## config.mk

```make
export PLATFORM = sky130hd
export DESIGN_NAME = lhto_cell
export DESIGN_NICKNAME = d
export VERILOG_FILES = /design/src/rtl/lhto_pkg.sv /design/src/rtl/lhto_cell.sv
export SDC_FILE = /design/constraint.sdc
export NUM_CORES = 1
export LEC_CHECK = 0
export ABC_CLOCK_PERIOD_IN_PS = 1900
export BUFFER_PORTS_ARGS = -buffer_cell sky130_fd_sc_hd__buf_2
export CELL_PAD_IN_SITES_DETAIL_PLACEMENT = 0
export CELL_PAD_IN_SITES_GLOBAL_PLACEMENT = 2
export CORE_AREA = 5 5 110 112
export DETAILED_ROUTE_END_ITERATION = 8
export DIE_AREA = 0 0 115 117
export GPL_TIMING_DRIVEN = 0
export PLACE_DENSITY = 0.85
export RECOVER_POWER = 25
export SLEW_MARGIN = 10
export SYNTH_ARGS = -nofsm -noshare
export SYNTH_HDL_FRONTEND = slang
export SYNTH_SLANG_ARGS = --single-unit
```

## constraint.sdc

```tcl
create_clock -name clk -period 1.9 [get_ports clk]
set_input_delay 0.095 -clock clk [delete_from_list [all_inputs] [get_ports clk]]
set_output_delay 0.095 -clock clk [all_outputs]
set_load 0.01 [all_outputs]
```

## src/rtl/lhto_pkg.sv

```systemverilog
// shared types, codes and letter helpers for the letter hash table
package lhto_pkg;

    localparam int PRIME_SLOTS = 26;
    localparam int CHAR_W      = 8;
    localparam int HOME_W      = 5;
    localparam int SLOT_W      = 7;

    localparam logic [1:0] CMD_FIND   = 2'd0;
    localparam logic [1:0] CMD_INSERT = 2'd1;
    localparam logic [1:0] CMD_DELETE = 2'd2;

    localparam logic [2:0] ST_OK         = 3'd0;
    localparam logic [2:0] ST_NOT_FOUND  = 3'd1;
    localparam logic [2:0] ST_DUPLICATE  = 3'd2;
    localparam logic [2:0] ST_FULL       = 3'd3;
    localparam logic [2:0] ST_EMPTY      = 3'd4;
    localparam logic [2:0] ST_NOT_LETTER = 3'd5;

    localparam logic [7:0] UPPER_A = 8'd65;
    localparam logic [7:0] UPPER_Z = 8'd90;
    localparam logic [7:0] CASE_OFS = 8'd32;
    localparam logic [7:0] LOWER_A = 8'd97;
    localparam logic [7:0] LOWER_Z = 8'd122;

    typedef struct packed {
        logic [1:0]        command;
        logic [CHAR_W-1:0] letter;
    } lhto_in_t;

    typedef struct packed {
        logic [2:0]        status;
        logic [SLOT_W-1:0] slot_index;
    } lhto_out_t;

    // query token that walks the cell row
    typedef struct packed {
        logic              valid;
        logic [1:0]        command;
        logic [CHAR_W-1:0] letter;
        logic [HOME_W-1:0] home;
        logic              home_used;
        logic              hit;
        logic              has_empty;
        logic              has_cand;
        logic [CHAR_W-1:0] cand_char;
    } lhto_tok_t;

    // broadcast update to the cells
    typedef struct packed {
        logic              wr_en;
        logic              clr_en;
        logic [CHAR_W-1:0] wr_char;
        logic [HOME_W-1:0] wr_home;
    } lhto_wr_t;

    function automatic logic [CHAR_W-1:0] fold_case(input logic [CHAR_W-1:0] c);
        logic [CHAR_W-1:0] f;
        f = c;
        if (c >= UPPER_A && c <= UPPER_Z)
        begin
            f = c + CASE_OFS;
        end
        return f;
    endfunction

    function automatic logic is_letter(input logic [CHAR_W-1:0] c);
        logic [CHAR_W-1:0] f;
        f = fold_case(c);
        return (f >= LOWER_A) && (f <= LOWER_Z);
    endfunction

    function automatic logic [HOME_W-1:0] home_of(input logic [CHAR_W-1:0] c);
        logic [CHAR_W-1:0] d;
        d = fold_case(c) - LOWER_A;
        return d[HOME_W-1:0];
    endfunction

endpackage

```

## src/rtl/lhto_cell.sv

```systemverilog
// one table slot: stored entry plus one stage of the query token path
module lhto_cell #(
    parameter int IDX_W = 7
) (
    input  logic                 clk,
    input  logic                 rst_n,
    input  logic [IDX_W-1:0]     slot,
    input  lhto_pkg::lhto_tok_t  tok_in,
    input  logic [IDX_W-1:0]     hit_idx_in,
    input  logic [IDX_W-1:0]     empty_idx_in,
    input  logic [IDX_W-1:0]     cand_idx_in,
    output lhto_pkg::lhto_tok_t  tok_out,
    output logic [IDX_W-1:0]     hit_idx_out,
    output logic [IDX_W-1:0]     empty_idx_out,
    output logic [IDX_W-1:0]     cand_idx_out,
    input  lhto_pkg::lhto_wr_t   wr,
    input  logic [IDX_W-1:0]     wr_idx,
    input  logic [IDX_W-1:0]     clr_idx
);
    import lhto_pkg::*;

    logic [CHAR_W-1:0] char_reg;
    logic [HOME_W-1:0] home_reg;
    lhto_tok_t         tok_reg, tok_next;
    logic [IDX_W-1:0]  hit_idx_reg, hit_idx_next;
    logic [IDX_W-1:0]  empty_idx_reg, empty_idx_next;
    logic [IDX_W-1:0]  cand_idx_reg, cand_idx_next;
    logic              is_ovf;
    logic              occupied;

    assign is_ovf   = (slot >= IDX_W'(PRIME_SLOTS));
    assign occupied = (char_reg != '0);

    always_comb
    begin
        tok_next       = tok_in;
        hit_idx_next   = hit_idx_in;
        empty_idx_next = empty_idx_in;
        cand_idx_next  = cand_idx_in;
        if (tok_in.valid)
        begin
            if (slot == IDX_W'(tok_in.home))
            begin
                tok_next.home_used = occupied;
            end
            if (occupied && char_reg == tok_in.letter)
            begin
                tok_next.hit = 1'b1;
                hit_idx_next = slot;
            end
            // first free overflow slot
            if (is_ovf && !occupied && !tok_in.has_empty)
            begin
                tok_next.has_empty = 1'b1;
                empty_idx_next     = slot;
            end
            // first overflow entry sharing the home, for promotion
            if (is_ovf && occupied && home_reg == tok_in.home && !tok_in.has_cand)
            begin
                tok_next.has_cand  = 1'b1;
                tok_next.cand_char = char_reg;
                cand_idx_next      = slot;
            end
        end
    end

    always_ff @(posedge clk or negedge rst_n)
    begin
        if (!rst_n)
        begin
            char_reg <= '0;
            home_reg <= '0;
            tok_reg  <= '0;
        end
        else
        begin
            tok_reg <= tok_next;
            if (wr.wr_en && wr_idx == slot)
            begin
                char_reg <= wr.wr_char;
                home_reg <= wr.wr_home;
            end
            else if (wr.clr_en && clr_idx == slot)
            begin
                char_reg <= '0;
                home_reg <= '0;
            end
        end
    end

    always_ff @(posedge clk)
    begin
        hit_idx_reg   <= hit_idx_next;
        empty_idx_reg <= empty_idx_next;
        cand_idx_reg  <= cand_idx_next;
    end

    assign tok_out       = tok_reg;
    assign hit_idx_out   = hit_idx_reg;
    assign empty_idx_out = empty_idx_reg;
    assign cand_idx_out  = cand_idx_reg;

endmodule

```

==> results.json, run 1 <==
{
  "status": "finished, violations left",
  "failed_checks": "negative setup slack",
  "wire_per_inst_um": 15.6,
  "post-synth-top-count-cell": "dfrtp_1",
  "max_freq_mhz": 478,
  "finalSetupViolations": 18,
  "areaGrowthSynthToFinish_pct": 71.1,
  "clkTransAtPathRegs_ns": 0.06,
  "post-place-ws_ns": -0.280,
  "synth_warnings": 0,
  "report.final.slew_viol_count": 0,
  "netlist_instances": 198,
  "dp_hpwl_um": 6250,
  "slew_headroom_pct": 34.6,
  "dp_cells": 471,
  "path_max_fanout": 7,
  "grt.busiest_layer": "met2",
  "worst-setup-path-type": "flop to flop",
  "cpLargestDelayFamily": "simple AND/OR/NAND/NOR gates",
  "die-area_um2": 13500,
  "drtAntennaViolNets": 0,
  "dr.pass1.iters": 5,
  "crit_arrival_ns": 2.30,
  "grt_use_met3_pct": 4.94,
  "drt_drc_violations_left": 0,
  "yosysTopAreaCell": "dfrtp_1",
  "grt_overflow": 0,
  "maxCapViolations": 0,
  "synth_cell_types": 28,
  "peakVddDrop_uv": 321,
  "cts.sinks": 62,
  "instances_no_fill": 554,
  "io_buffers": 130,
  "worst_path_largest_cell_delay_ns": 0.56,
  "root_buffer": "clkbuf_16",
  "crit_required_ns": 2.11,
  "synth.top_cell.area_share_pct": 39.9,
  "fin_ws_ns": -0.193,
  "fin_crit_sh_pct": 110,
  "tritoncts": "built",
  "post-route-min-period_ns": 2.09,
  "fin_nets": 493,
  "syn_nets": 285,
  "crit_chain": "or4_4 -> or2_4 -> or3_4 -> mux2_4",
  "via_per_inst": 4.07,
  "drt-initial-drc-count": 52,
  "rows": 39,
  "grtUsageMet2_pct": 22.4,
  "yosys-top-cells-count": "dfrtp_1, xnor2_1, dfxtp_1",
  "grt_max_degree": 42,
  "synth-edff-count": 0,
  "die_width_um": 115,
  "worstHoldPathType": "input port to flop",
  "async_flop_share_pct": 66.1,
  "ios": 136,
  "ys.flop_type": "dfrtp_1",
  "yosysSeqAreaShare_pct": 56.3,
  "power.leakage_nw": 2.14,
  "largest_reg_flops": 28,
  "antenna_found_initial": 1,
  "numCtsBuffers": 9,
  "syn_avg_cell_area_um2": 13.0,
  "start_kind": "flop",
  "netlist_top_cells_area": "dfrtp_1, dfxtp_1, mux2_2",
  "htreeDepth": 3,
  "rsz0062_at_grt": "true",
  "use_met1_pct": 14.4,
  "synth.cell_area_um2": 2570,
  "die_h_um": 117,
  "grt_usage_pct": 12.7,
  "vias": 2254,
  "start_util_pct": 23.1,
  "finClkSkew_ns": 0.00756,
  "cp_slowest_cell": "or4_4",
  "clk_latency_ns": 0.33,
  "tightestPinTransition_ns": 0.981,
  "clockBufferDepth": 2,
  "finalHoldViolations": 0,
  "routed_wl_um": 8640,
  "end_kind": "flop",
  "finalWeightedCongestion": 0.719,
  "path_buf_inv": 0,
  "grt_pass1_wl_um": 12800,
  "grt_pass1_vias": 2521,
  "ys_ff_latch": 62,
  "num_antenna_cells": 0,
  "power_density_nw_per_um2": 862,
  "drive_above_1_share_pct": 42.6,
  "coreArea_um2": 11100
}
## logic make-up after synthesis
logic type                after synthesis  share of synthesized area [%]
buffers and inverters                  24                           4.09
muxes                                  43                           19.2
xor gates and xnor gates               32                           10.9
AOI/OAI and AO/OA                      19                           4.38
DFF                                    62                           56.3
and+or+nand+nor                        18                           5.07
## report_power, final
group          internal (mW)  total (mW)  switching, mW
Combinational          0.430       0.763          0.332
Sequential              1.42        1.47         0.0476
Clock                  0.993        1.56          0.564
## layer usage
| metal | up-vias | share of wire (%) |
|---|---|---|
| met1 | 1055 | 41 |
| met3 | 14 | 8.7 |
| met4 | 2 | 1.1 |
| met2 | 96 | 49 |
| met5 | - | 0.23 |
| li1 | 1087 | - |
## path summary, 6_finish.rpt
kind                                         start                        to  slack [ns]  cells after the start
hold / removal                              wr[12]   char_reg[7]$_DFFE_PN0P_       0.008                      3
max in group asynchronous                    rst_n     tok_out[16]$_DFF_PN0_        0.82                      2
hold reg to reg            home_reg[4]$_DFFE_PN0P_   home_reg[4]$_DFFE_PN0P_        0.57                      2
setup reg to reg           char_reg[5]$_DFFE_PN0P_  empty_idx_out[4]$_DFF_P_       -0.19                      4
min in group asynchronous                    rst_n     tok_out[23]$_DFF_PN0_        0.47                      2
setup / recovery           char_reg[5]$_DFFE_PN0P_  empty_idx_out[4]$_DFF_P_       -0.19                      4
## cell type report
type / count / area [um2]
inverters: 14 / 52.6
plain buffers: 9 / 47.5
well taps: 143 / 179
clock inverters: 3 / 17.5
flip-flops and latches: 62 / 1450
multi-input cells: 112 / 1100
repair buffers: 198 / 1280
clock buffers: 13 / 272
fillers: 1103 / 6730
## worst min-delay path, stage by stage
cell and delay [ns]:
buf_2 0.10, inv_1 0.05, mux2i_1 0.05
## stage by stage
stage	power, mW	hold slack, ns	utilization [%]	instance area (um2)	TNS, ns
2_1_floorplan	1.81	-0.201	-	2580	-0.992
3_3_place_gp	2.06	0.210	30.6	3410	-3.70
6_report	3.79	0.00774	39.5	4390	-2.14
5_1_grt	4.00	0.000149	39.5	4390	-3.78
3_5_place_dp	2.08	0.204	30.6	3410	-4.48
4_1_cts	3.81	0.00179	38.9	4330	-1.35
## placed cells by master, fill, tap and decap left out, drive strengths merged, types with 3 or more instances in the layout
| master | netlist | layout |
|---|---|---|
| dlygate4sd3 | 0 | 56 |
| mux2i | 13 | 13 |
| buf | 7 | 120 |
| mux2 | 30 | 30 |
| dfxtp | 21 | 21 |
| xnor2 | 22 | 22 |
| inv | 14 | 14 |
| clkbuf | 3 | 44 |
| nand4 | 5 | 5 |
| dfrtp | 41 | 41 |
| nor4 | 3 | 3 |
| o21ai | 13 | 13 |
| o211ai | 3 | 3 |
| xor2 | 10 | 10 |
## repair_timing
item                                   CTS  global route
buffers inserted                         9             2
cloned                                   0             1
endpoints found under the hold margin   95             1
pin swaps                                1             6
hold buffers                            55             1
setup endpoints to repair               24            28
resized for setup                        3            20
(Power assumes the default switching activity.)
==> inputs of run 2 (changes only) <==
--- a/config.mk
+++ b/config.mk
@@ -13,6 +13,7 @@
 export DETAILED_ROUTE_END_ITERATION = 8
 export DIE_AREA = 0 0 115 117
 export GPL_TIMING_DRIVEN = 0
+export MAX_ROUTING_LAYER = met4
 export PLACE_DENSITY = 0.85
 export RECOVER_POWER = 25
 export SLEW_MARGIN = 10
==> run 2 against run 1 <==
Against the previous run: the run still ends with negative setup slack left; largest power group unchanged; register-to-register slack hardly changed; fmax hardly changed; non-clock buffer count stayed put; total power hardly changed; worst setup slack better by 0.0012 ns.
==> results.json, run 2 (synthesis results as in run 1) <==
{
  "post-route-min-period_ns": 2.09,
  "largest_reg_flops": 28,
  "slew_headroom_pct": 34.6,
  "rsz0062_at_grt": "true",
  "htreeDepth": 3,
  "fin_total_pwr_mw": 3.79,
  "final_cell_mix": "buf_2, dlygate4sd3_1, dfrtp_1",
  "start_kind": "flop",
  "power_density_nw_per_um2": 861,
  "rows": 39,
  "fin_crit_sh_pct": 110,
  "crit_arrival_ns": 2.30,
  "maxCapViolations": 0,
  "via_per_inst": 4.04,
  "cts.sinks": 62,
  "finalSetupViolations": 15,
  "areaGrowthSynthToFinish_pct": 71.2,
  "end_kind": "flop",
  "die_h_um": 117,
  "drt-initial-drc-count": 64,
  "fin_nets": 493,
  "clockBufferDepth": 2,
  "vias": 2243,
  "tritoncts": "built",
  "grt_overflow": 0,
  "crit_chain": "or4_4 -> or2_4 -> or3_4 -> mux2_4",
  "report.final.slew_viol_count": 0,
  "clkTransAtPathRegs_ns": 0.06,
  "failed_checks": "negative setup slack",
  "finalHoldViolations": 0,
  "drive_above_1_share_pct": 42.6,
  "io_buffers": 130,
  "worst_path_largest_cell_delay_ns": 0.56,
  "drt_drc_violations_left": 0,
  "grt_max_degree": 42,
  "dr.pass1.iters": 6,
  "crit_required_ns": 2.11,
  "cp_slowest_cell": "or4_4",
  "status": "finished, violations left",
  "grt_pass1_wl_um": 12700,
  "clk_latency_ns": 0.33,
  "finClkSkew_ns": 0.00754,
  "power.leakage_nw": 2.14,
  "tightestPinTransition_ns": 0.980,
  "start_util_pct": 23.1,
  "worstHoldPathType": "input port to flop",
  "ios": 136,
  "coreArea_um2": 11100,
  "drtAntennaViolNets": 0,
  "numCtsBuffers": 9,
  "dp_hpwl_um": 6250,
  "wire_per_inst_um": 15.5,
  "grt_pass1_vias": 2521,
  "die-area_um2": 13500,
  "final_common_cell": "buf_2",
  "grt_usage_pct": 13.1,
  "tns_ns": -2.08,
  "fin_ws_ns": -0.192,
  "die_width_um": 115,
  "path_max_fanout": 7,
  "antenna_found_initial": 1,
  "peakVddDrop_uv": 322,
  "root_buffer": "clkbuf_16",
  "finalWeightedCongestion": 0.728,
  "worst-setup-path-type": "flop to flop",
  "max_freq_mhz": 478,
  "routed_wl_um": 8630
}
## run 2: stage by stage
step | instance area [um2] | instances | hold slack (ns) | utilization (%) | setup slack [ns]
2_1_floorplan | 2580 | 198 | -0.201 | - | -0.142
3_3_place_gp | 3410 | 471 | 0.210 | 30.6 | -0.275
3_5_place_dp | 3410 | 471 | 0.204 | 30.6 | -0.280
4_1_cts | 4330 | 551 | 0.00179 | 38.9 | -0.198
5_1_grt | 4400 | 555 | 0.000116 | 39.5 | -0.230
6_report | 4400 | 555 | 0.00918 | 39.5 | -0.192
## run 2: final timing paths
kind | start | endpoint | slack (ns) | depth (start not counted)
setup / recovery | char_reg[5]$_DFFE_PN0P_ | empty_idx_out[4]$_DFF_P_ | -0.19 | 4
hold / removal | wr[12] | char_reg[7]$_DFFE_PN0P_ | 0.009 | 3
setup reg to reg | char_reg[5]$_DFFE_PN0P_ | empty_idx_out[4]$_DFF_P_ | -0.19 | 4
hold reg to reg | home_reg[4]$_DFFE_PN0P_ | home_reg[4]$_DFFE_PN0P_ | 0.57 | 2
max in group asynchronous | rst_n | tok_out[16]$_DFF_PN0_ | 0.82 | 2
min in group asynchronous | rst_n | tok_out[23]$_DFF_PN0_ | 0.47 | 2
## run 2: critical path: cells and delay by family, from the launching register on
kind / cells / cell delay [ns]
muxes: 1 / 0.32
and+or+nand+nor: 3 / 1.25
DFF: 1 / 0.39
## run 2: final cells by class
class                   instances  area, um2
fillers                      1104       6730
flip-flops and latches         62       1450
repair buffers                198       1280
multi-input cells             112       1100
clock buffers                  13        272
well taps                     143        179
inverters                      14       52.6
plain buffers                   9       47.5
clock inverters                 3       17.5
diodes                          1       2.50
## run 2: layer usage
metal  vias to the layer above  global-route usage, %  share of wire, %
li1                       1090                      -                 -
met1                      1050                   14.7                42
met2                        97                   22.4                49
met3                         6                   4.42               7.8
met4                         0                   3.44              0.56
met5                         -                      -                 0
## run 2: timing repair
item	in CTS	in global routing
pin swaps	1	6
buffers inserted	9	2
endpoints found under the hold margin	95	1
gates resized for setup	3	20
hold buffers	55	1
setup endpoints to repair	24	28
cloned	0	1
## run 2: power breakdown
part           leakage [nW]  switching [mW]  internal (mW)
registers             0.680          0.0477           1.42
logic                  1.32           0.332          0.430
clock network         0.141           0.562          0.993
==> inputs of run 3 (changes only) <==
--- a/config.mk
+++ b/config.mk
@@ -9,9 +9,9 @@
 export BUFFER_PORTS_ARGS = -buffer_cell sky130_fd_sc_hd__buf_2
 export CELL_PAD_IN_SITES_DETAIL_PLACEMENT = 0
 export CELL_PAD_IN_SITES_GLOBAL_PLACEMENT = 2
-export CORE_AREA = 5 5 110 112
+export CORE_AREA = 5 5 85 145
 export DETAILED_ROUTE_END_ITERATION = 8
-export DIE_AREA = 0 0 115 117
+export DIE_AREA = 0 0 90 150
 export GPL_TIMING_DRIVEN = 0
 export MAX_ROUTING_LAYER = met4
 export PLACE_DENSITY = 0.85
==> run 3 against run 2 <==
Against the previous run: the flow still finishes with violations (negative setup slack); count of clock-buffer cells in the layout shrank 2; highest routed layer unchanged; largest power group unchanged; non-clock buffer count shrank 7; cell count shrank 3.6%; via count shrank 0.53%; cell area shrank 1.7%.
==> results.json, run 3 (synthesis results as in run 1) <==
{
  "fin_total_pwr_mw": 3.80,
  "areaGrowthSynthToFinish_pct": 68.2,
  "grt_pass1_vias": 2507,
  "fillCellCount": 1089,
  "ios": 136,
  "clockBufferDepth": 2,
  "start_kind": "flop",
  "final_cell_mix": "buf_2, dlygate4sd3_1, dfrtp_1",
  "max_freq_mhz": 480,
  "reg2reg_depth": 4,
  "maxCapViolations": 0,
  "die_width_um": 90,
  "drive_above_1_share_pct": 42.7,
  "timing.rr.start": "char_reg[6]$_DFFE_PN0P_",
  "dr.pass1.iters": 4,
  "finalHoldViolations": 0,
  "clkTransAtPathRegs_ns": 0.06,
  "min_to": "char_reg[4]$_DFFE_PN0P_",
  "end_kind": "flop",
  "drt_drc_violations_left": 0,
  "rows": 51,
  "crit_required_ns": 2.10,
  "finalSetupViolations": 29,
  "num_antenna_cells": 0,
  "crit_arrival_ns": 2.28,
  "hold-worst-slack_ns": 0.00436,
  "wire_per_inst_um": 16.2,
  "rr_endpoint": "empty_idx_out[1]$_DFF_P_",
  "grt_pass1_wl_um": 13400,
  "drt-initial-drc-count": 24,
  "power.leakage_nw": 2.11,
  "fin_crit_sh_pct": 110,
  "path_max_fanout": 7,
  "post-route-min-period_ns": 2.08,
  "hold_depth": 3,
  "routed_wl_um": 8650,
  "failed_checks": "negative setup slack",
  "root_buffer": "clkbuf_16",
  "vias": 2231,
  "io_buffers": 130,
  "tritoncts": "built",
  "grt_overflow": 0,
  "start_util_pct": 23.3,
  "finClkSkew_ns": 0.0119,
  "numCtsBuffers": 9,
  "antenna_found_initial": 0,
  "power_density_nw_per_um2": 879,
  "coreArea_um2": 11000,
  "status": "finished, violations left",
  "rsz0062_at_grt": "true",
  "place_area_um2": 3390,
  "worst-setup-path-type": "flop to flop",
  "finalWeightedCongestion": 0.762,
  "post-place-ws_ns": -0.283,
  "min-delay-start": "wr[9]",
  "dp_hpwl_um": 6310,
  "via_per_inst": 4.17,
  "cts.sinks": 62,
  "fin_ws_ns": -0.182,
  "drtAntennaViolNets": 0,
  "clk_latency_ns": 0.32,
  "rrSetupSlack_ns": -0.18,
  "fin_nets": 486,
  "largest_reg_flops": 28,
  "die-area_um2": 13500,
  "htreeDepth": 3,
  "fin_area_um2": 4320,
  "grt_max_degree": 42,
  "worstHoldPathType": "input port to flop",
  "peakVddDrop_uv": 472,
  "final_common_cell": "buf_2",
  "report.final.slew_viol_count": 0,
  "grt_usage_pct": 13.2,
  "tns_ns": -1.97,
  "slew_headroom_pct": 35.1,
  "die_h_um": 150,
  "tightestPinTransition_ns": 0.973
}
[run 3: layer usage]
layer  up-vias  global-route usage, %  wire (um)
met2        85                   24.6       4970
li1       1073                      -          -
met1      1062                   12.7       3060
met4         0                   4.55        165
met5         -                      -          0
met3        11                   4.02        458
[run 3: final cells by class]
cell class                      count  area [um2]  share of cell area, %
Buffer                              9        47.5                   1.10
Sequential cell                    62        1450                   33.5
Clock inverter                      4        47.5                   1.10
Inverter                           14        52.6                   1.22
Tap cell                          132         165                   3.82
Timing Repair Buffer              191        1210                   28.1
Multi-Input combinational cell    112        1100                   25.5
Clock buffer                       11         243                   5.62
[run 3: worst max path at each step]
stage,start,end,slack (ns),cells past startpoint
2_1_floorplan,char_reg[0]$_DFFE_PN0P_,empty_idx_out[0]$_DFF_P_,-0.14,5
3_3_place_gp,char_reg[0]$_DFFE_PN0P_,empty_idx_out[5]$_DFF_P_,-0.27,5
3_5_place_dp,char_reg[0]$_DFFE_PN0P_,empty_idx_out[1]$_DFF_P_,-0.28,5
4_1_cts,char_reg[0]$_DFFE_PN0P_,empty_idx_out[1]$_DFF_P_,-0.22,5
5_1_grt,char_reg[6]$_DFFE_PN0P_,empty_idx_out[2]$_DFF_P_,-0.23,4
6_report,char_reg[6]$_DFFE_PN0P_,empty_idx_out[1]$_DFF_P_,-0.18,4
[run 3: power by group]
group	internal (mW)	total, mW	leakage (nW)	switching (mW)
Combinational	0.406	0.726	1.28	0.321
Sequential	1.42	1.47	0.680	0.0480
Clock	1.04	1.60	0.143	0.567
Total	2.86	3.80	2.11	0.935
[run 3: critical path: stages (launching register included)]
cell and delay [ns]:
dfrtp_1 0.39, or4_4 0.57, or2_4 0.28, or3_4 0.41
mux2_4 0.31
[run 3: repair_timing]
item,4_1_cts,5_1_grt
resized for setup,9,13
setup buffers,6,2
hold buffers,51,1
setup endpoints to repair,24,29
pin swaps,2,7
endpoints found under the hold margin,91,1
gates cloned,1,0
[run 3: per-stage QoR]
step | util (%) | instances
2_1_floorplan | - | 198
3_3_place_gp | 30.7 | 460
3_5_place_dp | 30.7 | 460
4_1_cts | 38.8 | 533
5_1_grt | 39.1 | 535
6_report | 39.1 | 535
