$ cat src/rtl/lhto_pkg.sv
// shared types, codes and letter helpers for the letter hash table
package lhto_pkg;

    localparam int PRIME_SLOTS = 26;
    localparam int CHAR_W      = 8;
    localparam int HOME_W      = 5;
    localparam int SLOT_W      = 7;

    localparam logic [1:0] CMD_FIND   = 2'd0;
    localparam logic [1:0] CMD_INSERT = 2'd1;
    localparam logic [1:0] CMD_DELETE = 2'd2;

    localparam logic [2:0] ST_OK         = 3'd0;
    localparam logic [2:0] ST_NOT_FOUND  = 3'd1;
    localparam logic [2:0] ST_DUPLICATE  = 3'd2;
    localparam logic [2:0] ST_FULL       = 3'd3;
    localparam logic [2:0] ST_EMPTY      = 3'd4;
    localparam logic [2:0] ST_NOT_LETTER = 3'd5;

    localparam logic [7:0] UPPER_A = 8'd65;
    localparam logic [7:0] UPPER_Z = 8'd90;
    localparam logic [7:0] CASE_OFS = 8'd32;
    localparam logic [7:0] LOWER_A = 8'd97;
    localparam logic [7:0] LOWER_Z = 8'd122;

    typedef struct packed {
        logic [1:0]        command;
        logic [CHAR_W-1:0] letter;
    } lhto_in_t;

    typedef struct packed {
        logic [2:0]        status;
        logic [SLOT_W-1:0] slot_index;
    } lhto_out_t;

    // query token that walks the cell row
    typedef struct packed {
        logic              valid;
        logic [1:0]        command;
        logic [CHAR_W-1:0] letter;
        logic [HOME_W-1:0] home;
        logic              home_used;
        logic              hit;
        logic              has_empty;
        logic              has_cand;
        logic [CHAR_W-1:0] cand_char;
    } lhto_tok_t;

    // broadcast update to the cells
    typedef struct packed {
        logic              wr_en;
        logic              clr_en;
        logic [CHAR_W-1:0] wr_char;
        logic [HOME_W-1:0] wr_home;
    } lhto_wr_t;

    function automatic logic [CHAR_W-1:0] fold_case(input logic [CHAR_W-1:0] c);
        logic [CHAR_W-1:0] f;
        f = c;
        if (c >= UPPER_A && c <= UPPER_Z)
        begin
            f = c + CASE_OFS;
        end
        return f;
    endfunction

    function automatic logic is_letter(input logic [CHAR_W-1:0] c);
        logic [CHAR_W-1:0] f;
        f = fold_case(c);
        return (f >= LOWER_A) && (f <= LOWER_Z);
    endfunction

    function automatic logic [HOME_W-1:0] home_of(input logic [CHAR_W-1:0] c);
        logic [CHAR_W-1:0] d;
        d = fold_case(c) - LOWER_A;
        return d[HOME_W-1:0];
    endfunction

endpackage

$ cat src/rtl/lhto_ctrl.sv
// command sequencer: launches the query token, decides the result, updates the cells
module lhto_ctrl #(
    parameter int TABLE_SLOTS = 128,
    parameter int IDX_W       = 7
) (
    input  logic                 clk,
    input  logic                 rst_n,
    input  logic                 in_valid,
    output logic                 in_ready,
    input  lhto_pkg::lhto_in_t   in_data,
    output logic                 out_valid,
    input  logic                 out_ready,
    output lhto_pkg::lhto_out_t  out_data,
    output lhto_pkg::lhto_tok_t  tok_head,
    input  lhto_pkg::lhto_tok_t  tok_tail,
    input  logic [IDX_W-1:0]     hit_idx,
    input  logic [IDX_W-1:0]     empty_idx,
    input  logic [IDX_W-1:0]     cand_idx,
    output lhto_pkg::lhto_wr_t   wr,
    output logic [IDX_W-1:0]     wr_idx,
    output logic [IDX_W-1:0]     clr_idx
);
    import lhto_pkg::*;

    localparam int CNT_W = $clog2(TABLE_SLOTS + 1);

    typedef enum logic [1:0] {IDLE, SCAN, PUSH} state_t;

    state_t           state_reg;
    logic [CNT_W-1:0] count_reg, count_next;
    lhto_out_t        res_reg, res_next;
    lhto_out_t        out_data_reg;
    logic             out_valid_reg;
    logic             tail_fire;
    logic             found;
    logic             cnt_inc, cnt_dec;
    logic             out_free;

    assign in_ready  = (state_reg == IDLE);
    assign tail_fire = (state_reg == SCAN) && tok_tail.valid;
    assign found     = tok_tail.home_used && tok_tail.hit;
    assign out_free  = !out_valid_reg || out_ready;

    always_comb
    begin
        tok_head           = '0;
        tok_head.valid     = in_valid && in_ready;
        tok_head.command   = in_data.command;
        tok_head.letter    = in_data.letter;
        tok_head.home      = home_of(in_data.letter);
    end

    always_comb
    begin
        res_next = '0;
        wr       = '0;
        wr_idx   = '0;
        clr_idx  = '0;
        cnt_inc  = 1'b0;
        cnt_dec  = 1'b0;
        if (!is_letter(tok_tail.letter))
        begin
            res_next.status = ST_NOT_LETTER;
        end
        else
        begin
            case (tok_tail.command)
                CMD_FIND:
                begin
                    if (found)
                    begin
                        res_next.slot_index = SLOT_W'(hit_idx);
                    end
                    else
                    begin
                        res_next.status = ST_NOT_FOUND;
                    end
                end
                CMD_INSERT:
                begin
                    if (count_reg == CNT_W'(TABLE_SLOTS))
                    begin
                        res_next.status = ST_FULL;
                    end
                    else if (found)
                    begin
                        res_next.status = ST_DUPLICATE;
                    end
                    else if (!tok_tail.home_used)
                    begin
                        wr.wr_en            = 1'b1;
                        wr_idx              = IDX_W'(tok_tail.home);
                        cnt_inc             = 1'b1;
                        res_next.slot_index = SLOT_W'(tok_tail.home);
                    end
                    else if (tok_tail.has_empty)
                    begin
                        wr.wr_en            = 1'b1;
                        wr_idx              = empty_idx;
                        cnt_inc             = 1'b1;
                        res_next.slot_index = SLOT_W'(empty_idx);
                    end
                    else
                    begin
                        res_next.status = ST_FULL;
                    end
                    wr.wr_char = tok_tail.letter;
                    wr.wr_home = tok_tail.home;
                end
                CMD_DELETE:
                begin
                    if (count_reg == '0)
                    begin
                        res_next.status = ST_EMPTY;
                    end
                    else if (!found)
                    begin
                        res_next.status = ST_NOT_FOUND;
                    end
                    else
                    begin
                        cnt_dec             = 1'b1;
                        res_next.slot_index = SLOT_W'(hit_idx);
                        wr.wr_en            = 1'b1;
                        wr_idx              = hit_idx;
                        // prime slot freed: pull the lowest overflow entry with that home
                        if (hit_idx < IDX_W'(PRIME_SLOTS) && tok_tail.has_cand)
                        begin
                            wr.wr_char = tok_tail.cand_char;
                            wr.wr_home = tok_tail.home;
                            wr.clr_en  = 1'b1;
                            clr_idx    = cand_idx;
                        end
                    end
                end
                default:
                begin
                    res_next.status = ST_NOT_FOUND;
                end
            endcase
        end
        if (!tail_fire)
        begin
            wr.wr_en  = 1'b0;
            wr.clr_en = 1'b0;
            cnt_inc   = 1'b0;
            cnt_dec   = 1'b0;
        end
    end

    always_comb
    begin
        count_next = count_reg;
        if (cnt_inc)
        begin
            count_next = count_reg + 1'b1;
        end
        else if (cnt_dec)
        begin
            count_next = count_reg - 1'b1;
        end
    end

    always_ff @(posedge clk or negedge rst_n)
    begin
        if (!rst_n)
        begin
            state_reg     <= IDLE;
            count_reg     <= '0;
            out_valid_reg <= 1'b0;
            res_reg       <= '0;
            out_data_reg  <= '0;
        end
        else
        begin
            count_reg <= count_next;
            if (state_reg == PUSH && out_free)
            begin
                out_valid_reg <= 1'b1;
            end
            else if (out_valid_reg && out_ready)
            begin
                out_valid_reg <= 1'b0;
            end
            case (state_reg)
                IDLE:
                begin
                    if (in_valid)
                    begin
                        state_reg <= SCAN;
                    end
                end
                SCAN:
                begin
                    if (tok_tail.valid)
                    begin
                        res_reg   <= res_next;
                        state_reg <= PUSH;
                    end
                end
                PUSH:
                begin
                    if (out_free)
                    begin
                        out_data_reg  <= res_reg;
                        state_reg     <= IDLE;
                    end
                end
                default:
                begin
                    state_reg <= IDLE;
                end
            endcase
        end
    end

    assign out_valid = out_valid_reg;
    assign out_data  = out_data_reg;

    a_tail_in_scan: assert property (@(posedge clk) disable iff (!rst_n)
        tok_tail.valid |-> state_reg == SCAN)
        else $error("token left the row outside a scan");

    a_count_bound: assert property (@(posedge clk) disable iff (!rst_n)
        count_reg <= CNT_W'(TABLE_SLOTS))
        else $error("item count beyond table size");

    a_promote_split: assert property (@(posedge clk) disable iff (!rst_n)
        wr.wr_en && wr.clr_en |-> wr_idx != clr_idx)
        else $error("promotion writes and clears the same slot");

    a_count_step: assert property (@(posedge clk) disable iff (!rst_n)
        count_reg != $past(count_reg) |-> $past(tail_fire))
        else $error("item count moved without a finished scan");

    a_slot_zero: assert property (@(posedge clk) disable iff (!rst_n)
        out_valid_reg && out_data_reg.status != ST_OK |-> out_data_reg.slot_index == '0)
        else $error("slot index set on a failed command");

endmodule

$ cat config.mk
export PLATFORM = sky130hd
export DESIGN_NAME = lhto_ctrl
export DESIGN_NICKNAME = d
export VERILOG_FILES = /design/src/rtl/lhto_pkg.sv /design/src/rtl/lhto_ctrl.sv
export SDC_FILE = /design/constraint.sdc
export NUM_CORES = 1
export LEC_CHECK = 0
export ABC_AREA = 1
export BUFFER_PORTS_ARGS = -buffer_cell sky130_fd_sc_hd__buf_2
export CORE_MARGIN = 2
export CORE_UTILIZATION = 47
export CTS_CLUSTER_DIAMETER = 120
export DETAILED_ROUTE_END_ITERATION = 6
export GPL_ROUTABILITY_DRIVEN = 1
export PLACE_DENSITY_LB_ADDON = 0.3
export SLEW_MARGIN = 20
export SYNTH_ARGS = -nofsm -noshare
export SYNTH_HDL_FRONTEND = slang
export SYNTH_SLANG_ARGS = --single-unit
$ cat constraint.sdc
create_clock -name clk -period 2.8 [get_ports clk]
set_input_delay 0.42 -clock clk [delete_from_list [all_inputs] [get_ports clk]]
set_output_delay 0.42 -clock clk [all_outputs]
set_load 0.03 [all_outputs]
==> results.tsv, run 1 <==
stage	metric	value	unit
grt	final global-route overflow total	0	
worst_setup_path	crit path max-delay cell type	dfrtp_1	
worst_setup_path	Crit path required time	2.98	ns
sta	Least-Margin Pin Slew	0.676	ns
cts	Clk Latency, worst-skew pair	0.28	ns
placed_design	port bufs	109	
synthesis	Mapped Cells	385	
run	Max-Cap Viols	0	
cells_and_area	nets	565	
synthesis	Seq cells post-synth	31	
sta	Max Clk Rate	0.392	GHz
cts	Root Buffer	clkbuf_8	
cts	cts hold-fix bufs	0	
worst_setup_path	kind of cell adding the most delay to the critical path	simple AND/OR/NAND/NOR gates	
cells_and_area	most frequent cells in the layout	buf_2 (109), nand2_1 (89), inv_1 (62)	
pwr	internal cell power	994	µW
cells_and_area	fraction of layout cells with a size suffix above 1	0.341	
cells_and_area	commonest non-fill, non-tap cell in the layout	buf_2	
floorplan	die footprint	6330	µm²
sta	Max Slew Vio Count	0	
synthesis	Main synth FF type	dfrtp_1	
sta	post-layout min period	2.55	ns
sta	worst clock skew	0.00408	ns
worst_setup_path	CP Cell Sequence	inv_1 -> nand2_1 -> nor2_8 -> nand2_4 -> nand3_2 -> inv_2 -> nand2_1 -> ha_2 -> nand2_1 -> nand3_1 -> a21oi_1 -> o21bai_1 -> nand4_1 -> nand2_1 -> inv_1	
worst_setup_path	CP startpoint kind	flop	
sta	Tcrit/Tclk final	0.911	
grt	initial antenna violation count	0	
routing	Remaining DRCs	0	
sta	fin worst setup slack	0.250	ns
worst_setup_path	Worst Path Buf+Inv	3	
cts	clk slew on worst S/H paths	0.07	ns
sta	endpoints failing hold	0	
pwr	Sw Share	0.386	
cells_and_area	ant diodes	0	
floorplan	Die Wd	79.6	µm
min_path	Min-Delay Path Class	in -> async	
synthesis	Mapped Area	2680	µm²
synthesis	EDFF count, synth	0	
grt	largest net degree at the start of global routing	32	
cts	clk buf depth	2	
worst_setup_path	Most common cell on crit path	nand2_1	
pwr	sequential power share	0.361	
cts	H-tree depth	2	
pwr	Worst IR Drop VDD	0.000299	V
worst_setup_path	kind of critical path	reg -> reg	
routing	WL final	6.37	mm
routing	first-pass iteration count of the detailed router	4	
worst_setup_path	Crit. End Element	flop	
synthesis	Netlist cell types	40	
cts	Sink Count	31	
pwr	PwrDens	489	nW/µm²
sta	Final setup violation count	0	
worst_setup_path	Max FO, Critical Path	9	
grt	first-pass GRT wire length	10.6	mm
sta	relative slew slack	0.549	
placed_design	post-detail-place hpwl	5.20	mm
synthesis	Yosys warnings	0	
synthesis	fraction of registers with async set or reset after synthesis	1.00	
cells_and_area	Finished Core Util	0.602	
cells_and_area	fillers	543	
floorplan	Ports	132	
grt	number of global-route vias before repair	2505	
routing	Post-DRT Antenna Nets	0	
routing	Avg WL per Cell	11.3	µm
worst_setup_path	WP depth	15	
floorplan	Site Rows	27	
cells_and_area	Area Overhead vs Synth	23.6	%
sta	RSZ-0062 raised after global routing	false	
pwr	combinational power share	0.358	
grt	GRT Overall Usage	0.207	
floorplan	Core ar.	5510	µm²
synthesis	sequential share of the synthesized area	0.289	
worst_setup_path	R2R cell count	15	
worst_setup_path	critical path data arrival time	2.73	ns
pwr	clock power share	0.281	
cts	CTS tree	yes	
status	outcome	finished, final reports clean	
routing	Via density	4.82	
synthesis	syn avg cell area	6.97	µm²
floorplan	die height	79.6	µm
routing	Via Count	2710	
pwr	P_sw	625	µW
cts	TritonCTS Buffers	5	
routing	Initial DRC Count	96	
worst_setup_path	CP max stage delay	0.42	ns
pwr	Pleak	1.90	nW
placed_design	gpl congestion	0.856	
placed_design	dpl ws	-0.0422	ns
floorplan	Initial Util	0.487	
==> repair_timing <==
action                                  CTS  global route
endpoints found under the setup margin    0             1
buffers inserted                          0             0
resized for setup                         0             1
endpoints found under the hold margin     0             0
==> path summary, 6_finish.rpt <==
path | start | end | slack (ns)
max | count_reg[1] | count_reg[7] | 0.25
min | rst_n | count_reg[5] | 0.17
max reg2reg | count_reg[1] | count_reg[7] | 0.25
min reg2reg | out_data[8] | out_data[8] | 0.48
max in group asynchronous | rst_n | out_data[1] | 2.19
min in group clk | tok_tail[27] | state_reg[0] | 0.35
==> layer usage <==
metal,routed length (µm),up-vias,part of all wire,track usage
li1,-,1385,-,-
met1,2890,1193,0.45,0.261
met4,91,0,0.014,0.0724
met2,2970,121,0.47,0.359
met5,0,-,0,0
met3,417,11,0.065,0.0294
==> stage by stage <==
stage               total power [mW]  setup TNS (ns)  cells  cell area, µm²  hold slack [ns]
floorplan                       1.01               0    396            2720            0.124
global placement                1.16               0    554            3190            0.463
global route                    1.73               0    562            3310            0.213
detailed placement              1.17         -0.0477    554            3190            0.469
CTS                             1.64               0    562            3310            0.193
finish                          1.62               0    562            3310            0.174
==> layout make-up <==
class / instances / area, µm² / share of cell area
repair buffers: 114 / 583 / 0.176
multi-input cells: 258 / 1440 / 0.436
clock buffers: 6 / 82.6 / 0.0249
clock inverters: 2 / 35.0 / 0.0106
flip-flops and latches: 31 / 776 / 0.234
inverters: 79 / 304 / 0.0917
well taps: 72 / 90.1 / 0.0272
==> cells by family after synthesis <==
| logic type | after synthesis | share of synthesized area |
|---|---|---|
| multiplexers | 1 | 0.00420 |
| AND/OR/NAND/NOR | 157 | 0.275 |
| buffers and inverters | 107 | 0.189 |
| AO/OA/AOI/OAI | 66 | 0.149 |
| other | 1 | 0.00140 |
| XOR/XNOR | 9 | 0.0294 |
| flip-flops | 31 | 0.289 |
| adder cells (fa/ha/maj) | 13 | 0.0634 |
==> cells in the mapped netlist (2+ instances only) <==
master / n / area share
nand2_1: 89 / 0.12
inv_1: 62 / 0.087
dfrtp_1: 31 / 0.29
o21ai_0: 27 / 0.050
buf_4: 22 / 0.062
nor2_1: 22 / 0.031
nand3_1: 19 / 0.035
a21oi_1: 18 / 0.034
inv_2: 13 / 0.018
ha_1: 12 / 0.056
nand2_2: 8 / 0.019
xor2_1: 7 / 0.023
nor3_1: 6 / 0.011
o2111ai_1: 5 / 0.016
o21ai_2: 5 / 0.016
buf_2: 3 / 0.0056
nor2_2: 3 / 0.0070
a31oi_1: 2 / 0.0047
clkbuf_1: 2 / 0.0028
clkinv_2: 2 / 0.0037
inv_4: 2 / 0.0047
nand2_4: 2 / 0.0084
nand4_1: 2 / 0.0047
nor2_8: 2 / 0.015
o21ai_1: 2 / 0.0037
o21bai_1: 2 / 0.0056
xnor2_1: 2 / 0.0065
==> power by group through the flow <==
| stage | combinational, mW | sequential [mW] | clock [mW] |
|---|---|---|---|
| floorplan | 0.313 | 0.700 | 0 |
| global placement | 0.573 | 0.589 | 0 |
| detailed placement | 0.582 | 0.593 | 0 |
| CTS | 0.583 | 0.585 | 0.469 |
| global route | 0.642 | 0.596 | 0.491 |
| finish | 0.579 | 0.585 | 0.455 |
Power figures use the tool's default switching activity.
==> run 2, diff against run 1 <==
REMOVE_ABC_BUFFERS = 1   (was not set)
==> results.tsv, run 2 (synthesized netlist as in run 1, its figures left out) <==
stage	metric	value	unit
status	outcome	finished, final reports clean	
pwr	Pleak	1.89	nW
cts	H-tree depth	2	
routing	WL met3	463	µm
sta	endpoints failing hold	0	
floorplan	die height	79.6	µm
floorplan	Die Wd	79.6	µm
worst_setup_path	Crit. End Element	flop	
grt	number of global-route vias before repair	2375	
worst_setup_path	kind of critical path	reg -> reg	
worst_setup_path	Most common cell on crit path	nand2_1	
sta	Max Clk Rate	0.390	GHz
worst_setup_path	CP startpoint kind	flop	
sta	Final setup violation count	0	
grt	largest net degree at the start of global routing	32	
pwr	Pwr Total	1.61	mW
cts	Clk Latency, worst-skew pair	0.29	ns
min_path	Min-Delay Path Class	in -> async	
cts	Sink Count	31	
cells_and_area	nets	562	
routing	Via Count	2687	
grt	initial antenna violation count	0	
placed_design	gpl congestion	0.952	
worst_setup_path	crit path max-delay cell type	dfrtp_1	
run	Max-Cap Viols	0	
routing	Remaining DRCs	0	
worst_setup_path	Worst Path Buf+Inv	3	
cells_and_area	most frequent cells in the layout	buf_2 (109), nand2_1 (88), inv_1 (62)	
routing	Post-DRT Antenna Nets	0	
cells_and_area	fraction of layout cells with a size suffix above 1	0.339	
sta	Max Slew Vio Count	0	
floorplan	Ports	132	
routing	met2 WL	3.03	mm
routing	first-pass iteration count of the detailed router	4	
cts	Root Buffer	clkbuf_8	
routing	DRT met1 WL	2.71	mm
worst_setup_path	kind of cell adding the most delay to the critical path	simple AND/OR/NAND/NOR gates	
worst_setup_path	CP Cell Sequence	inv_1 -> nand2_1 -> nor2_8 -> nand2_4 -> nand3_2 -> inv_2 -> nand2_1 -> ha_2 -> nand2_1 -> nand3_1 -> a21oi_1 -> o21bai_1 -> nand3_1 -> nand2_1 -> nand2_1 -> inv_1	
cells_and_area	ant diodes	0	
sta	hold_ws	0.147	ns
routing	top layer in use	met4	
cts	CTS tree	yes	
sta	total negative slack	0	ns
cts	postcts setup bufs	0	
routing	Via density	4.81	
worst_setup_path	critical path data arrival time	2.80	ns
worst_setup_path	Crit path required time	3.03	ns
sta	relative slew slack	0.565	
grt	final global-route overflow total	0	
sta	Tcrit/Tclk final	0.915	
sta	worst clock skew	0.00791	ns
sta	post-layout min period	2.56	ns
floorplan	Core ar.	5510	µm²
worst_setup_path	CP max stage delay	0.42	ns
sta	Least-Margin Pin Slew	0.653	ns
routing	Avg WL per Cell	11.3	µm
pwr	Worst IR Drop VDD	0.000380	V
cts	clk slew on worst S/H paths	0.07	ns
cells_and_area	commonest non-fill, non-tap cell in the layout	buf_2	
cts	clk buf depth	2	
grt	GRT Overall Usage	0.201	
placed_design	post-detail-place hpwl	5.20	mm
floorplan	Initial Util	0.487	
floorplan	die footprint	6330	µm²
placed_design	port bufs	109	
sta	RSZ-0062 raised after global routing	false	
grt	first-pass GRT wire length	10.2	mm
worst_setup_path	reg2reg setup slack	0.24	ns
floorplan	Site Rows	27	
cts	TritonCTS Buffers	5	
worst_setup_path	Max FO, Critical Path	9	
cells_and_area	Area Overhead vs Synth	22.8	%
pwr	PwrDens	488	nW/µm²
routing	Initial DRC Count	110	
routing	WL final	6.30	mm
run 2: worst paths after layout:
| path | startpoint | endpoint | cells past startpoint |
|---|---|---|---|
| hold reg to reg | out_data[0] | out_data[0] | 2 |
| hold / removal | rst_n | count_reg[0] | 1 |
| setup / recovery | count_reg[1] | count_reg[7] | 16 |
| max in group asynchronous | rst_n | out_data[0] | 1 |
| min in group clk | tok_tail[27] | state_reg[0] | 2 |
| setup reg to reg | count_reg[1] | count_reg[7] | 16 |
run 2: area by class of cell:
cell class | count | area [µm²]
Timing Repair Buffer | 111 | 561
Clock inverter | 2 | 35.0
Fill cell | 530 | 2210
Tap cell | 72 | 90.1
Inverter | 79 | 304
Clock buffer | 6 | 82.6
Multi-Input combinational cell | 258 | 1450
Sequential cell | 31 | 776
run 2: stage by stage:
step / setup WS [ns] / cells / utilization / instance area, µm²
after floorplan: 0.293 / 368 / - / 2520
after global placement: 0.105 / 551 / 0.576 / 3170
after detailed placement: 0.0274 / 551 / 0.576 / 3170
after CTS: 0.141 / 559 / 0.597 / 3290
after global routing: 0.0394 / 559 / 0.598 / 3290
final: 0.238 / 559 / 0.598 / 3290
run 2: timing repair:
item,in CTS,in global routing
resized for setup,0,2
hold buffers,0,0
setup endpoints to repair,0,6
run 2: where the power goes:
part	switching (mW)	internal, mW
combinational	0.406	0.167
sequential	0.0471	0.535
clock	0.165	0.287
total	0.618	0.989
run 2: per-layer routing:
| metal | track usage | up-vias |
|---|---|---|
| met1 | 0.248 | 1192 |
| met2 | 0.350 | 111 |
| met5 | 0 | - |
| li1 | - | 1374 |
| met4 | 0.0690 | 0 |
| met3 | 0.0385 | 10 |
==> run 3, diff against run 2 <==
ABC_AREA = not set   (was 1)
CORE_UTILIZATION = 45   (was 47)
==> results.tsv, run 3 <==
stage	metric	value	unit
routing	Post-DRT Antenna Nets	0	
worst_setup_path	kind of critical path	in -> reg	
grt	initial antenna violation count	0	
synthesis	xor and xnor area share after synthesis	0.0323	
sta	Tcrit/Tclk final	0.967	
routing	WL final	6.57	mm
synthesis	Mapped Cells	256	
floorplan	Die Wd	77.7	µm
synthesis	share of the synthesized area in the top cell type	0.318	
placed_design	gpl congestion	0.818	
routing	Avg WL per Cell	14.0	µm
sta	Max Clk Rate	0.369	GHz
sta	endpoints failing hold	0	
synthesis	Synth area leaders	dfrtp_1 (32%), buf_4 (6.8%), ha_1 (6.2%)	
worst_setup_path	critical path data arrival time	2.88	ns
synthesis	largest family of logic cells by synthesized area	compound AO/OA/AOI/OAI gates	
run	Max-Cap Viols	0	
routing	first-pass iteration count of the detailed router	4	
cts	Sink Count	31	
synthesis	Adder-Cell Fraction of Synth Area	0.0697	
placed_design	Placed Instances	458	
sta	Least-Margin Pin Slew	0.679	ns
worst_setup_path	Crit. End Element	flop	
cts	CTS tree	yes	
synthesis	Netlist cell types	55	
cts	clk buf depth	2	
sta	worst clock skew	0.00819	ns
cells_and_area	commonest non-fill, non-tap cell in the layout	buf_2	
grt	final global-route overflow total	0	
worst_setup_path	Reg2Reg Capture Point	count_reg[6]	
grt	largest net degree at the start of global routing	32	
cells_and_area	ant diodes	0	
floorplan	Core ar.	5170	µm²
cells_and_area	most frequent cells in the layout	buf_2 (109), buf_4 (43), dfrtp_1 (31)	
grt	first-pass GRT wire length	10.4	mm
synthesis	Seq cells post-synth	31	
sta	relative slew slack	0.547	
floorplan	Ports	132	
synthesis	Yosys top cell by area	dfrtp_1	
routing	Via Count	2425	
synthesis	Yosys warnings	0	
routing	Via density	5.17	
pwr	Pleak	1.83	nW
worst_setup_path	R2R cell count	10	
synthesis	syn avg cell area	9.54	µm²
worst_setup_path	r2r startpoint	state_reg[1]	
floorplan	Site Rows	26	
cts	cts hold-fix bufs	0	
worst_setup_path	Max FO, Critical Path	6	
placed_design	port bufs	109	
synthesis	complex-gate fraction of the synthesized area	0.207	
synthesis	Synth Area in Simple Gates	0.178	
cells_and_area	Final Non-Filler Cells	469	
pwr	Worst IR Drop VDD	0.000323	V
floorplan	Initial Util	0.472	
cts	H-tree depth	2	
cts	Clk Latency, worst-skew pair	0.29	ns
synthesis	most numerous cell in the Yosys netlist	dfrtp_1	
sta	RSZ-0062 raised after global routing	true	
cells_and_area	Area Overhead vs Synth	39.4	%
routing	Remaining DRCs	0	
grt	GRT Overall Usage	0.215	
synthesis	mux cell area share after synthesis	0.0866	
floorplan	die height	77.7	µm
min_path	Min-Delay Path Class	in -> async	
synthesis	Synth top cells by count	dfrtp_1 (31), buf_4 (22), nor2_1 (20)	
cts	TritonCTS Buffers	5	
sta	total negative slack	0	ns
synthesis	Main synth FF type	dfrtp_1	
synthesis	EDFF count, synth	0	
cts	clk slew on worst S/H paths	0.07	ns
grt	number of global-route vias before repair	2326	
sta	post-layout min period	2.71	ns
pwr	Pwr Total	1.88	mW
cells_and_area	fillers	420	
placed_design	post-detail-place hpwl	5.19	mm
worst_setup_path	reg2reg setup slack	0.10	ns
sta	Final setup violation count	0	
worst_setup_path	Crit path required time	2.97	ns
cts	Root Buffer	clkbuf_8	
synthesis	fraction of registers with async set or reset after synthesis	1.00	
floorplan	die footprint	6030	µm²
cells_and_area	nets	474	
routing	Initial DRC Count	101	
sta	Max Slew Vio Count	0	
synthesis	sequential share of the synthesized area	0.318	
status	outcome	finished, final reports clean	
pwr	PwrDens	552	nW/µm²
worst_setup_path	CP startpoint kind	input pin	
synthesis	Mapped Area	2440	µm²
cells_and_area	fraction of layout cells with a size suffix above 1	0.484	
-- run 3: cell types whose count changed after synthesis, moves of 13 or more --
cell | previous run | this run
a22oi_1 | 0 | 15
and2_1 | 0 | 14
inv_1 | 62 | 17
inv_2 | 13 | 0
nand2_1 | 89 | 11
nand3_1 | 19 | 5
o21ai_0 | 27 | 4
-- run 3: cell families after synthesis --
logic type / Yosys count
buf+inv: 45
compound gates: 64
other cells: 1
xor+xnor: 9
fa+ha+maj: 13
flops: 31
mux: 17
simple gates: 76
-- run 3: timing repair --
item                                    4_1_cts  5_1_grt
pin swaps                                     2        2
endpoints found under the setup margin        3        4
buffers inserted                              1        2
resized for setup                             6        5
-- run 3: worst max-delay path by stage --
| stage | startpoint | to | slack, ns |
|---|---|---|---|
| floorplan | tok_tail[22] | count_reg[6] | -0.25 |
| global placement | tok_tail[22] | count_reg[6] | -0.42 |
| detailed placement | tok_tail[22] | count_reg[6] | -0.48 |
| CTS | state_reg[1] | count_reg[6] | -0.01 |
| global route | state_reg[1] | count_reg[6] | -0.05 |
| finish | tok_tail[22] | count_reg[6] | 0.09 |
-- run 3: power breakdown --
part	internal (mW)	total (mW)	switching, mW	leakage (nW)
clock	0.173	0.344	0.171	0.0412
combinational	0.470	0.954	0.484	1.38
sequential	0.517	0.579	0.0616	0.413
total	1.16	1.88	0.717	1.83
-- run 3: critical path: stages --
cell and delay, ns:
buf_2 0.11, ha_1 0.27, nand2b_1 0.08, a211o_1 0.35, nor4_4 0.26, inv_2 0.13, fa_1 0.42, a21o_1 0.19
a21oi_2 0.16, or4b_4 0.14, o2111ai_2 0.09, mux2_4 0.28
-- run 3: layout make-up --
cell class	count	area, µm²	share of cell area
multi-input combinational	191	1520	0.447
timing repair buffer	152	868	0.255
sequential	31	776	0.228
tap	70	87.6	0.0257
clock buffer	6	72.6	0.0213
inverter	17	63.8	0.0188
clock inverter	2	12.5	0.00368
-- run 3: metrics by stage --
stage                     cell area [µm²]  utilization  setup slack [ns]  hold WS, ns
after global placement               3220        0.622            -0.421        0.462
after global routing                 3400        0.658           -0.0536        0.238
after CTS                            3360        0.649           -0.0134        0.194
final                                3400        0.658            0.0929        0.165
after floorplan                      2280            -            -0.251        0.124
after detailed placement             3220        0.622            -0.476        0.463
-- run 3: layer usage --
metal,part of all wire,vias to the layer above,track usage
met4,0.011,0,0.0679
met1,0.39,1160,0.239
met5,0,-,0
met3,0.057,6,0.0419
li1,-,1170,-
met2,0.54,89,0.408
